==> config.mk <==
export PLATFORM = sky130hd
export DESIGN_NAME = table_insertion_sort
export DESIGN_NICKNAME = d
export VERILOG_FILES = /design/src/hdl/tis_pkg.sv /design/src/hdl/table_insertion_sort.sv /design/src/hdl/tis_ram.sv
export SDC_FILE = /design/constraint.sdc
export NUM_CORES = 2
export LEC_CHECK = 0
export BUFFER_PORTS_ARGS = -buffer_cell sky130_fd_sc_hd__buf_4
export CORE_MARGIN = 3
export CORE_UTILIZATION = 45
export DETAILED_ROUTE_END_ITERATION = 16
export GPL_ROUTABILITY_DRIVEN = 0
export PLACE_DENSITY = 0.68
export SYNTH_ARGS = -nofsm -noshare
export SYNTH_HDL_FRONTEND = slang
export SYNTH_SLANG_ARGS = --single-unit
export TNS_END_PERCENT = 10
==> constraint.sdc <==
create_clock -name i_clk -period 6.3 [get_ports i_clk]
set_clock_uncertainty 0.1 [all_clocks]
set_input_delay 0 -clock i_clk [delete_from_list [all_inputs] [get_ports i_clk]]
set_output_delay 0 -clock i_clk [all_outputs]
set_load 0.03 [all_outputs]
==> src/hdl/tis_pkg.sv <==
package tis_pkg;

    // fixed field widths
    localparam int VALUE_W = 32;
    localparam int SLOT_W  = 6;

    // default table size
    localparam int TIS_CAPACITY = 32;

    // sequencer states
    typedef enum logic [2:0] {
        ST_IDLE,
        ST_WALK,
        ST_LINK,
        ST_EMIT_START,
        ST_EMIT_LOAD,
        ST_EMIT_WAIT
    } t_state;

endpackage

==> src/hdl/table_insertion_sort.sv <==
// insert: empty table: written from idle; else walk k entries (1..CAPACITY-1), then relink
// throughput: one request at a time; the walk reads one value and link and does one compare a cycle
// last request: emit start, then load and wait per sorted result; wait holds while the sink stalls
// head, fill count and overflow flag clear at the edge that takes the final result
// reset (synchronous, active low) clears control state; tables are not cleared
module table_insertion_sort
    import tis_pkg::*;
#(
    parameter int CAPACITY = TIS_CAPACITY
) (
    input  logic                      i_clk,
    input  logic                      i_rst_n,
    input  logic                      i_valid,
    output logic                      o_ready,
    input  logic signed [VALUE_W-1:0] i_value,
    input  logic                      i_last_item,
    output logic                      o_valid,
    input  logic                      i_ready,
    output logic signed [VALUE_W-1:0] o_sorted_value,
    output logic [SLOT_W-1:0]         o_slot,
    output logic                      o_end_of_run,
    output logic                      o_overflow
);

    localparam int LINK_W = $clog2(CAPACITY + 1);
    localparam int ADDR_W = $clog2(CAPACITY);
    localparam logic [LINK_W-1:0] LINK_CAP  = LINK_W'(CAPACITY);
    localparam logic [LINK_W-1:0] LINK_ONE  = LINK_W'(1);
    localparam logic [LINK_W-1:0] LINK_NONE = '0;

    t_state r_state, n_state;
    logic [LINK_W-1:0] r_cur, n_cur;
    logic [LINK_W-1:0] r_prev, n_prev;
    logic [LINK_W-1:0] r_head, n_head;
    logic [LINK_W-1:0] r_fill, n_fill;
    logic              r_dropped, n_dropped;
    logic              r_last, n_last;
    logic signed [VALUE_W-1:0] r_key, n_key;
    logic              r_out_valid, n_out_valid;
    logic signed [VALUE_W-1:0] r_out_value, n_out_value;
    logic [SLOT_W-1:0] r_out_slot, n_out_slot;
    logic              r_out_end, n_out_end;
    logic              r_out_ovf, n_out_ovf;

    logic              accept;
    logic [LINK_W-1:0] slot;
    logic              val_we;
    logic              link_we;
    logic [ADDR_W-1:0] link_waddr;
    logic [LINK_W-1:0] link_wdata;
    logic [ADDR_W-1:0] rd_addr;
    logic signed [VALUE_W-1:0] rd_val;
    logic [LINK_W-1:0] rd_link;

    assign accept  = i_valid && o_ready;
    assign slot    = r_fill + LINK_ONE;
    // read data always belongs to the entry held in r_cur
    assign rd_addr = ADDR_W'(n_cur - LINK_ONE);

    // value and link tables
    tis_ram #(
        .WIDTH (VALUE_W),
        .DEPTH (CAPACITY)
    ) u_value_ram (
        .i_clk   (i_clk),
        .i_we    (val_we),
        .i_waddr (r_fill[ADDR_W-1:0]),
        .i_wdata (i_value),
        .i_raddr (rd_addr),
        .o_rdata (rd_val)
    );

    tis_ram #(
        .WIDTH (LINK_W),
        .DEPTH (CAPACITY)
    ) u_link_ram (
        .i_clk   (i_clk),
        .i_we    (link_we),
        .i_waddr (link_waddr),
        .i_wdata (link_wdata),
        .i_raddr (rd_addr),
        .o_rdata (rd_link)
    );

    // state and control registers
    always_ff @(posedge i_clk) begin
        if (!i_rst_n) begin
            r_state     <= ST_IDLE;
            r_cur       <= '0;
            r_prev      <= '0;
            r_head      <= '0;
            r_fill      <= '0;
            r_dropped   <= 1'b0;
            r_last      <= 1'b0;
            r_out_valid <= 1'b0;
        end else begin
            r_state     <= n_state;
            r_cur       <= n_cur;
            r_prev      <= n_prev;
            r_head      <= n_head;
            r_fill      <= n_fill;
            r_dropped   <= n_dropped;
            r_last      <= n_last;
            r_out_valid <= n_out_valid;
        end
    end

    // payload registers
    always_ff @(posedge i_clk) begin
        r_key       <= n_key;
        r_out_value <= n_out_value;
        r_out_slot  <= n_out_slot;
        r_out_end   <= n_out_end;
        r_out_ovf   <= n_out_ovf;
    end

    // sequencer: insert walk, relink, sorted readout
    always_comb begin
        n_state     = r_state;
        n_cur       = r_cur;
        n_prev      = r_prev;
        n_head      = r_head;
        n_fill      = r_fill;
        n_dropped   = r_dropped;
        n_last      = r_last;
        n_key       = r_key;
        n_out_valid = r_out_valid;
        n_out_value = r_out_value;
        n_out_slot  = r_out_slot;
        n_out_end   = r_out_end;
        n_out_ovf   = r_out_ovf;
        val_we      = 1'b0;
        link_we     = 1'b0;
        link_waddr  = r_fill[ADDR_W-1:0];
        link_wdata  = LINK_NONE;

        case (r_state)
            ST_IDLE: begin
                if (accept) begin
                    n_key  = i_value;
                    n_last = i_last_item;
                    if (r_fill < LINK_CAP) begin
                        val_we = 1'b1;
                        n_prev = LINK_NONE;
                        n_cur  = r_head;
                        if (r_head == LINK_NONE) begin
                            // empty list: new entry becomes the whole list
                            link_we = 1'b1;
                            n_head  = slot;
                            n_fill  = slot;
                            n_state = i_last_item ? ST_EMIT_START : ST_IDLE;
                        end else begin
                            n_state = ST_WALK;
                        end
                    end else begin
                        // table full: drop and flag
                        n_dropped = 1'b1;
                        n_state   = i_last_item ? ST_EMIT_START : ST_IDLE;
                    end
                end
            end

            ST_WALK: begin
                if (rd_val < r_key) begin
                    n_prev = r_cur;
                    n_cur  = rd_link;
                    if (rd_link == LINK_NONE) begin
                        // append at the tail
                        link_we = 1'b1;
                        n_state = ST_LINK;
                    end
                end else begin
                    // insert ahead of the current entry
                    link_we    = 1'b1;
                    link_wdata = r_cur;
                    n_state    = ST_LINK;
                end
            end

            ST_LINK: begin
                if (r_prev == LINK_NONE) begin
                    n_head = slot;
                end else begin
                    link_we    = 1'b1;
                    link_waddr = ADDR_W'(r_prev - LINK_ONE);
                    link_wdata = slot;
                end
                n_fill  = slot;
                n_state = r_last ? ST_EMIT_START : ST_IDLE;
            end

            ST_EMIT_START: begin
                n_cur = r_head;
                if (r_head == LINK_NONE) begin
                    n_head    = LINK_NONE;
                    n_fill    = LINK_NONE;
                    n_dropped = 1'b0;
                    n_state   = ST_IDLE;
                end else begin
                    n_state = ST_EMIT_LOAD;
                end
            end

            ST_EMIT_LOAD: begin
                n_out_valid = 1'b1;
                n_out_value = rd_val;
                n_out_slot  = SLOT_W'(r_cur);
                n_out_end   = (rd_link == LINK_NONE);
                n_out_ovf   = r_dropped;
                n_cur       = rd_link;
                n_state     = ST_EMIT_WAIT;
            end

            ST_EMIT_WAIT: begin
                if (i_ready) begin
                    n_out_valid = 1'b0;
                    if (r_out_end) begin
                        // run done: reset head, fill count and drop flag
                        n_head    = LINK_NONE;
                        n_fill    = LINK_NONE;
                        n_dropped = 1'b0;
                        n_state   = ST_IDLE;
                    end else begin
                        n_state = ST_EMIT_LOAD;
                    end
                end
            end

            default: begin
                n_state = ST_IDLE;
            end
        endcase
    end

    assign o_ready        = (r_state == ST_IDLE);
    assign o_valid        = r_out_valid;
    assign o_sorted_value = r_out_value;
    assign o_slot         = r_out_slot;
    assign o_end_of_run   = r_out_end;
    assign o_overflow     = r_out_ovf;

    // fill count stays within the table
    a_fill_bound: assert property (@(posedge i_clk) disable iff (!i_rst_n)
        r_fill <= LINK_CAP)
        else $error("fill count beyond capacity");

    // empty list and zero fill go together
    a_head_fill: assert property (@(posedge i_clk) disable iff (!i_rst_n)
        (r_head == LINK_NONE) == (r_fill == LINK_NONE))
        else $error("head pointer and fill count disagree");

    // walk only runs on a live entry
    a_walk_cur: assert property (@(posedge i_clk) disable iff (!i_rst_n)
        (r_state == ST_WALK) |-> (r_cur != LINK_NONE))
        else $error("walk on end of list");

    // no new request while a result is pending
    a_no_overlap: assert property (@(posedge i_clk) disable iff (!i_rst_n)
        o_valid |-> !o_ready)
        else $error("input taken during readout");

    // table is cleared after the final result
    a_clear: assert property (@(posedge i_clk) disable iff (!i_rst_n)
        (o_valid && i_ready && o_end_of_run) |=>
            (r_fill == LINK_NONE && !r_dropped && r_state == ST_IDLE))
        else $error("table not cleared after run");

endmodule

==> src/hdl/tis_ram.sv <==
module tis_ram #(
    parameter int WIDTH = 32,
    parameter int DEPTH = 32
) (
    input  logic                     i_clk,
    input  logic                     i_we,
    input  logic [$clog2(DEPTH)-1:0] i_waddr,
    input  logic [WIDTH-1:0]         i_wdata,
    input  logic [$clog2(DEPTH)-1:0] i_raddr,
    output logic [WIDTH-1:0]         o_rdata
);

    logic [WIDTH-1:0] r_mem [DEPTH];
    logic [WIDTH-1:0] r_rdata;

    // one write port, one registered read port
    always_ff @(posedge i_clk) begin
        if (i_we) begin
            r_mem[i_waddr] <= i_wdata;
        end
        r_rdata <= r_mem[i_raddr];
    end

    assign o_rdata = r_rdata;

endmodule
==> impl_metrics.toml <==
[run_status]
status = "finished, final reports clean"

[worst_setup_path]
worstPathArrival_ns = 6.24
path_class = "reg2reg"
end_kind = "flop"
worstPathRequired_ns = 6.82
crit_fanout = 21
crit_path_start_kind = "flop"

[drt]
routed_wl_um = 139000
via_count = 29700
drc = 0
detail_route.first_pass.iterations = 6
routedWlPerCell_um = 27.8
vias_per_cell = 5.97
final_antenna_net_count = 0
dr.first_iter.drc_count = 4006

[finish]
syn_to_final_growth_pct = 14.0
fillers = 9267
drive_gt1_frac = 0.179
final_nets = 3421
antennaDiodeCount = 0
final_util = 0.521

[job]
maxCapViolations = 0

[logic_synthesis]
synth_cell_types = 79
ys_seq_area_frac = 0.749
synth.top_cell.area_share = 0.724
synthTopCellsByCount = "edfxtp_1 (1288), nand2_1 (431), mux2i_1 (240), nand3_1 (163), nor2_1 (124)"
synth-seq-cells = 1356
synthMuxAreaShare = 0.0932
synth_top_cells_by_area = "edfxtp_1 (72%), mux4_2 (4.8%), mux2i_1 (4.5%)"
synth_cells = 3172
yosysTopAreaCell = "edfxtp_1"
syn_avg_cell_area_um2 = 16.8
yosysMostFrequentCell = "edfxtp_1"
synth-xor-area-share = 0.00279
syn_nets = 3247
synth_compound_area_frac = 0.0493
synthSimpleGateAreaFrac = 0.0755
synth_top_family_by_area = "multiplexers"
synthArstFlopShare = 0
synth-edff-count = 1288
synth_area_um2 = 53400
synth_fa_ha_area_frac = 0.00890
ys.flop_type = "edfxtp_1"
yosys_warnings = 0

[place]
port_buffers = 78
dp_hpwl_um = 76700

[timing]
hold_viol = 0
finalSetupViolations = 0
clock.fmax_ghz = 0.175
fin_crit_ns = 5.72
timing.slew.headroom = 0.0989
setup-tns-final_ns = 0
finalCritPeriodShare = 0.909
slew_viol_final = 0
rsz0062_at_grt = "false"
tightestPinTransition_ns = 1.35

[clocking]
cts_tree = "yes"
cts.clk_slew.worst_paths_ns = 0.06
cts_resized = 0
cts_htree_levels = 4
worstSkewPairLatency_ns = 0.75
cts.sinks = 1356
ctsRootBufferMaster = "clkbuf_16"
cts_buffers = 138
clockBufferDepth = 3

[global_route]
grt_pass1_vias = 29100
grt_pass1_wl_um = 200000
grt_overflow_total = 0
grt_start_max_net_pins = 84
grt_use_total = 0.226
antenna_found_initial = 4

[die]
die_area_um2 = 123000
chipHeight_um = 351
ios = 79
start_util = 0.457
coreArea_um2 = 117000
rows = 125
die_x_um = 351

[hold_path]
min_path_type = "in2reg"
-- cell usage in the layout (no fill, tap or decap), types with 6 or more instances in the layout --
| cell type | Yosys | routed |
|---|---|---|
| a31oi_1 | 9 | 9 |
| nand3_1 | 163 | 163 |
| buf_12 | 7 | 25 |
| o21ai_0 | 13 | 13 |
| clkbuf_8 | 0 | 10 |
| and3_1 | 39 | 39 |
| buf_4 | 19 | 142 |
| inv_6 | 0 | 7 |
| a22oi_1 | 78 | 78 |
| nand4_1 | 7 | 7 |
| clkinv_1 | 1 | 16 |
| a22o_1 | 6 | 6 |
| mux2i_1 | 240 | 238 |
| nor4_2 | 38 | 38 |
| nor2b_1 | 6 | 6 |
| clkbuf_16 | 0 | 139 |
| nand2_1 | 431 | 429 |
| a41oi_1 | 38 | 38 |
| dlygate4sd3_1 | 0 | 38 |
| a21boi_0 | 38 | 38 |
| nor3_1 | 13 | 13 |
| dfxtp_1 | 68 | 68 |
| xor2_1 | 6 | 6 |
| mux4_2 | 114 | 114 |
| a21oi_1 | 36 | 36 |
| o22ai_1 | 43 | 41 |
| edfxtp_1 | 1288 | 1288 |
| nor2_4 | 0 | 36 |
| a211oi_2 | 40 | 40 |
| clkinv_2 | 0 | 23 |
| xnor2_1 | 6 | 6 |
| nor2_1 | 124 | 89 |
| clkbuf_1 | 84 | 43 |
| ha_1 | 38 | 38 |
| inv_1 | 44 | 43 |
-- final timing paths --
kind	start	to	slack [ns]	cells past startpoint
setup reg to reg	r_key[2]$_DFFE_PP_	u_link_ram.o_rdata[1]$_DFF_P_	0.58	19
setup / recovery	r_key[2]$_DFFE_PP_	u_link_ram.o_rdata[1]$_DFF_P_	0.58	19
hold / removal	i_value[8]	u_value_ram.r_mem[26][8]$_DFFE_PP_	0.12	2
hold reg to reg	r_dropped$_SDFFE_PN0P_	o_overflow$_DFFE_PP_	0.34	0
-- area by class of cell --
| cell class | count | area (um2) | share of cell area |
|---|---|---|---|
| repair buffers | 205 | 1950 | 0.0320 |
| inverters | 48 | 193 | 0.00316 |
| multi-input cells | 1597 | 12600 | 0.207 |
| clock buffers | 192 | 3780 | 0.0620 |
| clock inverters | 56 | 418 | 0.00686 |
| well taps | 1524 | 1910 | 0.0313 |
| flip-flops and latches | 1356 | 40000 | 0.657 |
-- critical path, cell delays in order, from the launching register on --
cell and delay (ns):
edfxtp_1 0.32, inv_1 0.04, ha_1 0.30, nand2_1 0.05
o21ai_1 0.34, a211oi_2 0.20, o311ai_2 0.75, a211oi_4 0.20
or2_4 0.32, o311a_4 0.43, inv_8 0.07, ha_1 0.26
inv_1 0.19, a21oi_1 0.23, mux2_1 0.16, a22oi_1 0.10
o22ai_4 0.78, buf_12 0.32, a21boi_0 0.31, nor4_2 0.10
-- per-layer routing --
layer,track usage,vias up,routed length [um]
met5,0,-,0
met4,0.0705,0,3950
met3,0.0561,266,14200
met2,0.344,1530,63400
met1,0.321,15200,57000
li1,-,12700,-
-- sequential cells by signal, summed over array words and instances (netlist names) --
register,count
o_overflow,1
r_key,32
r_head,6
o_sorted_value,32
u_value_ram.r_mem,1024
r_dropped,1
r_fill,6
u_value_ram.o_rdata,32
o_slot,6
r_prev,6
u_link_ram.r_mem,192
o_end_of_run,1
u_link_ram.o_rdata,6
r_state,3
r_last,1
r_cur,6
o_valid,1
-- stage by stage --
step	cells	hold WS [ns]	worst slack [ns]	instance area, um2
6_report	4978	0.115	0.576	60900
5_1_grt	4978	0.109	0.309	60900
3_3_place_gp	4692	0.182	0.569	56300
4_1_cts	4978	0.0710	0.499	60900
3_5_place_dp	4692	0.179	0.547	56300
2_1_floorplan	3172	-0.00113	1.64	53400
-- repair_timing --
action                    4_1_cts  5_1_grt
buffers inserted                0        0
hold buffers                   38        0
hold endpoints to repair     1086        0
-- logic make-up after synthesis --
group                      Yosys count
DFF                               1356
AOI/OAI and AO/OA                  335
and+or+nand+nor                    855
muxes                              355
xor gates and xnor gates            14
adders and majority gates           38
buffers and inverters              219
Power is left out: the tool's default activity adds up to more than one toggle a clock period on the data nets, which glitch-free logic cannot reach.
